## config.mk

```make
export PLATFORM = sky130hd
export DESIGN_NAME = ssd_cell
export DESIGN_NICKNAME = d
export VERILOG_FILES = /design/src/rtl/ssd_pkg.sv /design/src/rtl/ssd_cell.sv
export SDC_FILE = /design/constraint.sdc
export NUM_CORES = 1
export LEC_CHECK = 0
export BUFFER_PORTS_ARGS = -buffer_cell sky130_fd_sc_hd__buf_2
export CORE_MARGIN = 3
export CORE_UTILIZATION = 45
export DETAILED_ROUTE_END_ITERATION = 6
export GPL_ROUTABILITY_DRIVEN = 0
export GPL_TIMING_DRIVEN = 1
export PLACE_DENSITY_LB_ADDON = 0.1
export SLEW_MARGIN = 0
export SYNTH_ARGS = -nofsm -noshare
export SYNTH_HDL_FRONTEND = slang
export SYNTH_SLANG_ARGS = --single-unit
```

## constraint.sdc

```tcl
create_clock -name clk_i -period 8.2 [get_ports clk_i]
set_input_delay 1.23 -clock clk_i [delete_from_list [all_inputs] [get_ports clk_i]]
set_output_delay 1.23 -clock clk_i [all_outputs]
set_load 0.03 [all_outputs]
```

## src/rtl/ssd_pkg.sv

```systemverilog
// ----------------------------------------------------------------------------
// ssd_pkg
// Shared types and constants for the SSD stereo disparity core.
// ----------------------------------------------------------------------------
package ssd_pkg;

  // Default geometry of the core
  localparam int WINDOW_RADIUS_DEF   = 9;
  localparam int MAX_WIDTH_DEF       = 1024;
  localparam int DISPARITY_LIMIT_DEF = 128;
  localparam int HEIGHT_LIMIT        = 1024;

  // Field widths
  localparam int PIX_W   = 8;
  localparam int CODE_W  = 8;
  localparam int COST_W  = 25;
  localparam int FW_W    = 11;
  localparam int FH_W    = 11;
  localparam int MD_W    = 7;
  localparam int SCALE_W = 8;
  localparam int DATA_W  = 32;
  localparam int PADDR_W = 4;

  // Register map (word index)
  localparam logic [1:0] REG_FRAME_WIDTH   = 2'd0;
  localparam logic [1:0] REG_FRAME_HEIGHT  = 2'd1;
  localparam logic [1:0] REG_MAX_DISPARITY = 2'd2;
  localparam logic [1:0] REG_OUTPUT_SCALE  = 2'd3;

  // Register reset values
  localparam logic [FW_W-1:0]    FRAME_WIDTH_RST   = 11'd640;
  localparam logic [FH_W-1:0]    FRAME_HEIGHT_RST  = 11'd480;
  localparam logic [MD_W-1:0]    MAX_DISPARITY_RST = 7'd96;
  localparam logic [SCALE_W-1:0] OUTPUT_SCALE_RST  = 8'd2;

  typedef enum logic [2:0] {
    ST_IDLE,
    ST_SCAN,
    ST_DRAIN,
    ST_SHIFT,
    ST_DONE
  } ssd_state_e;

  // Broadcast control for the row of disparity cells
  typedef struct packed {
    logic             clear;
    logic             acc_en;
    logic             r_shift;
    logic             shift_out;
    logic [PIX_W-1:0] l_pix;
  } ssd_cell_ctrl_t;

endpackage

```

## src/rtl/ssd_cell.sv

```systemverilog
// ----------------------------------------------------------------------------
// ssd_cell
// One disparity cell: holds a shifted right pixel and a cost accumulator.
// ----------------------------------------------------------------------------
module ssd_cell #(
  parameter int ACC_W = 25
) (
  input  logic                       clk_i,
  input  ssd_pkg::ssd_cell_ctrl_t    ctrl_i,
  input  logic [ssd_pkg::PIX_W-1:0]  r_i,
  input  logic [ACC_W-1:0]           acc_i,
  output logic [ssd_pkg::PIX_W-1:0]  r_o,
  output logic [ACC_W-1:0]           acc_o
);
  import ssd_pkg::*;

  logic [PIX_W-1:0]   r_q;
  logic [ACC_W-1:0]   acc_q, acc_d;
  logic [PIX_W-1:0]   diff;
  logic [2*PIX_W-1:0] sq;

  always_comb begin
    diff = (ctrl_i.l_pix > r_q) ? ctrl_i.l_pix - r_q : r_q - ctrl_i.l_pix;
    sq   = {{PIX_W{1'b0}}, diff} * {{PIX_W{1'b0}}, diff};
  end

  always_comb begin
    if (ctrl_i.clear) begin
      acc_d = '0;
    end else if (ctrl_i.shift_out) begin
      acc_d = acc_i;
    end else if (ctrl_i.acc_en) begin
      acc_d = acc_q + ACC_W'(sq);
    end else begin
      acc_d = acc_q;
    end
  end

  always_ff @(posedge clk_i) begin
    acc_q <= acc_d;
    if (ctrl_i.r_shift) begin
      r_q <= r_i;
    end
  end

  assign r_o   = r_q;
  assign acc_o = acc_q;

endmodule

```

==> impl_metrics.py <==
metrics = {
    "grt": {
        "gr-total-overflow": 0,
        "grt_usage": 0.191,
        "grt_antenna_before_repair": 0,
        "grt_pass1_wl_um": 17100,
        "grt_pass1_vias": 3522,
        "grt_max_degree": 28,
    },
    "drt": {
        "num_vias": 3580,
        "routedWlPerCell_um": 14.1,
        "route.antenna.remaining_nets": 0,
        "drc": 0,
        "drt-total-wl_um": 10100,
        "via_per_inst": 5.01,
        "dr.pass1.iters": 4,
        "drt_iter0_drc": 145,
    },
    "run_status": {
        "status": "complete, no violations",
    },
    "worst_setup_path": {
        "start_kind": "input pin",
        "critPathMaxStageDelay_ns": 0.54,
        "path_common_cell": "fa_1",
        "cp.arrival_ns": 7.84,
        "crit_type": "in2reg",
        "path_cells": "buf_2 > inv_1 > ha_1 > nand4_1 > or2_4 > o21a_1 > a311oi_1 > o22ai_1 > xnor2_2 > nor2_1 > fa_1 > fa_1 > fa_1 > inv_1 > fa_1 > inv_1 > ha_1 > and3_1 > nand3_1 > a32oi_1 > a2111oi_4 > or3_1 > a311oi_1",
        "critPathSlowestCell": "fa_1",
        "required_ns": 8.39,
        "endpoint_kind": "flip-flop",
        "path_max_fanout": 9,
    },
    "layout": {
        "n_antenna_cell": 0,
        "fin_nets": 728,
        "layout.cells.non_filler": 714,
        "syn2layout_area_growth_pct": 15.0,
        "nFillCells": 941,
        "fin_area_mm2": 0.00506,
        "drive_gt1_frac": 0.188,
    },
    "yosys": {
        "synthArstFlopShare": 0,
        "yosys.area.top_type": "fa_1",
        "synth_nets": 653,
        "ys.flop_type": "dfxtp_1",
        "syn_area_per_cell_um2": 8.64,
        "syn_inst": 509,
        "ys_seq_elements": 33,
        "yosysTopAreaCellShare": 0.178,
        "synth_cell_types": 54,
        "synth_area_leaders": "fa_1 (18%), ha_1 (17%), dfxtp_1 (11%)",
        "seq_area_frac_synth": 0.168,
        "synth_edf_count": 8,
        "syn_area_mm2": 0.00440,
        "ys_warn_count": 0,
    },
    "timing": {
        "final-setup-viol-count": 0,
        "slew_headroom": 0.545,
        "rsz0062_at_grt": "no",
        "fin_worst_skew_ns": 0.0154,
        "fin_setup_tns_ns": 0,
        "fmax_mhz": 131,
        "worstMarginPinSlew_ns": 0.678,
        "final_hold_viol_count": 0,
        "drv_slew": 0,
        "min_period_over_period": 0.933,
        "min_period_ns": 7.65,
    },
    "clock_tree": {
        "cts-buffers-inserted": 5,
        "cts_resized": 0,
        "clkTransAtPathRegs_ns": 0.08,
        "clock_latency_ns": 0.31,
        "hold_buffers": 0,
        "ctsRootBufferMaster": "clkbuf_8",
        "cts_tree": "built",
        "post_cts_buffers": 0,
        "cts_max_path_buffers": 2,
        "clkSinkCount": 33,
        "htreeDepth": 2,
    },
    "run": {
        "drv_cap": 0,
    },
    "die": {
        "pin_count": 79,
        "core-area_mm2": 0.00937,
        "chipHeight_um": 105,
        "start_util": 0.469,
        "fp.dieW_um": 105,
        "row_count": 35,
        "die-area_mm2": 0.0110,
    },
    "placed_design": {
        "dp_cells": 706,
        "dp_hpwl_um": 8330,
        "dpl_cell_area_mm2": 0.00492,
        "portBuffers": 78,
    },
    "hold_path": {
        "worstHoldPathType": "reg2reg",
    },
}
-- final cells by class --
type                       instances  area, µm²  share of cell area
clock buffer                       6       93.8              0.0186
multi-input combinational        362       3220               0.636
clock inverter                     2       38.8             0.00767
sequential                        33        741               0.146
timing repair buffer              84        435              0.0861
inverter                          98        368              0.0728
tap                              129        161              0.0319
-- cell families after synthesis --
kind of cell / after synthesis / share of synthesized area
buffers and inverters: 114 / 0.0999
AOI/OAI and AO/OA: 98 / 0.155
and+or+nand+nor: 116 / 0.119
xor gates and xnor gates: 29 / 0.0629
adders and majority gates: 98 / 0.345
DFF: 33 / 0.168
muxes: 21 / 0.0492
-- worst paths after layout --
path	from	to	slack, ns	cells past startpoint
max reg2reg	r_o[5]	acc_o[20]	1.16	21
min reg2reg	acc_o[18]	acc_o[18]	0.54	2
max	ctrl_i[5]	acc_o[20]	0.55	23
min	acc_o[18]	acc_o[18]	0.54	2
-- through the flow --
| step | utilization | hold slack, ns | worst slack, ns |
|---|---|---|---|
| after detailed placement | 0.525 | 0.533 | 0.301 |
| after global placement | 0.525 | 0.535 | 0.519 |
| final | 0.540 | 0.545 | 0.553 |
| after CTS | 0.540 | 0.544 | 0.564 |
| after floorplan | - | 0.654 | 0.906 |
| after global routing | 0.540 | 0.574 | 0.0442 |
-- worst max-delay path, delay by kind of cell --
kind / cells / cell delay (ns)
adder cells (fa/ha/maj): 6 / 2.91
AO/OA/AOI/OAI: 6 / 1.66
AND/OR/NAND/NOR: 6 / 1.32
XOR/XNOR: 1 / 0.46
buffers and inverters: 4 / 0.23
-- state kept, by name, summed over array words and instances, names as in the netlist --
signal and count:
acc_o 25, r_o 8
-- cell usage after synthesis, types with 2 or more instances --
cell type  instances
xnor2_2            3
nand3b_1           2
or3_1              3
a31oi_1            7
o22ai_1            2
buf_1              2
o21a_1             3
nor2_1            66
o31ai_1            2
and3_1             4
or2_2              4
xnor2_1           14
nor2_2             2
a211oi_1          12
mux2i_1           19
nor3_1             4
nand2b_1           5
clkbuf_1          10
a21o_1            11
edfxtp_1           8
fa_1              39
nor2b_1            3
dfxtp_1           25
nand2_1           14
inv_1             97
o21ai_0           11
a32oi_1            2
clkbuf_2           2
xor2_1            12
nand4_1            2
nand3_1            4
ha_1              59
a221o_1            2
o21bai_1           2
a21oi_1           30
a311oi_1           4
-- metal layers --
metal	routed length, µm	vias to the layer above	global-route usage
met2	4880	66	0.313
met5	0	-	0
met1	4690	1678	0.270
met4	50	0	0.0356
met3	432	4	0.0309
li1	-	1832	-
-- placed cells by master, fill, tap and decap left out, types with 2 or more instances in the layout --
master	count
o21ai_0	11
o21a_1	3
nand3b_1	2
xnor2_2	3
nand3_1	4
and3_1	4
a32oi_1	2
dfxtp_1	25
edfxtp_1	8
or3_1	3
nor2_2	2
buf_4	6
buf_2	78
o22ai_1	2
inv_1	97
o21bai_1	2
xnor2_1	14
nand4_1	2
o31ai_1	2
a21o_1	11
nor3_1	4
nor2b_1	3
or2_2	4
clkbuf_8	5
a211oi_1	12
mux2i_1	19
fa_1	39
a31oi_1	7
xor2_1	12
a221o_1	2
a311oi_1	4
nor2_1	66
nand2b_1	5
ha_1	59
a21oi_1	30
nand2_1	14
Power is left out: the tool's default activity adds up to more than one toggle a clock period on the data nets, which glitch-free logic cannot reach.
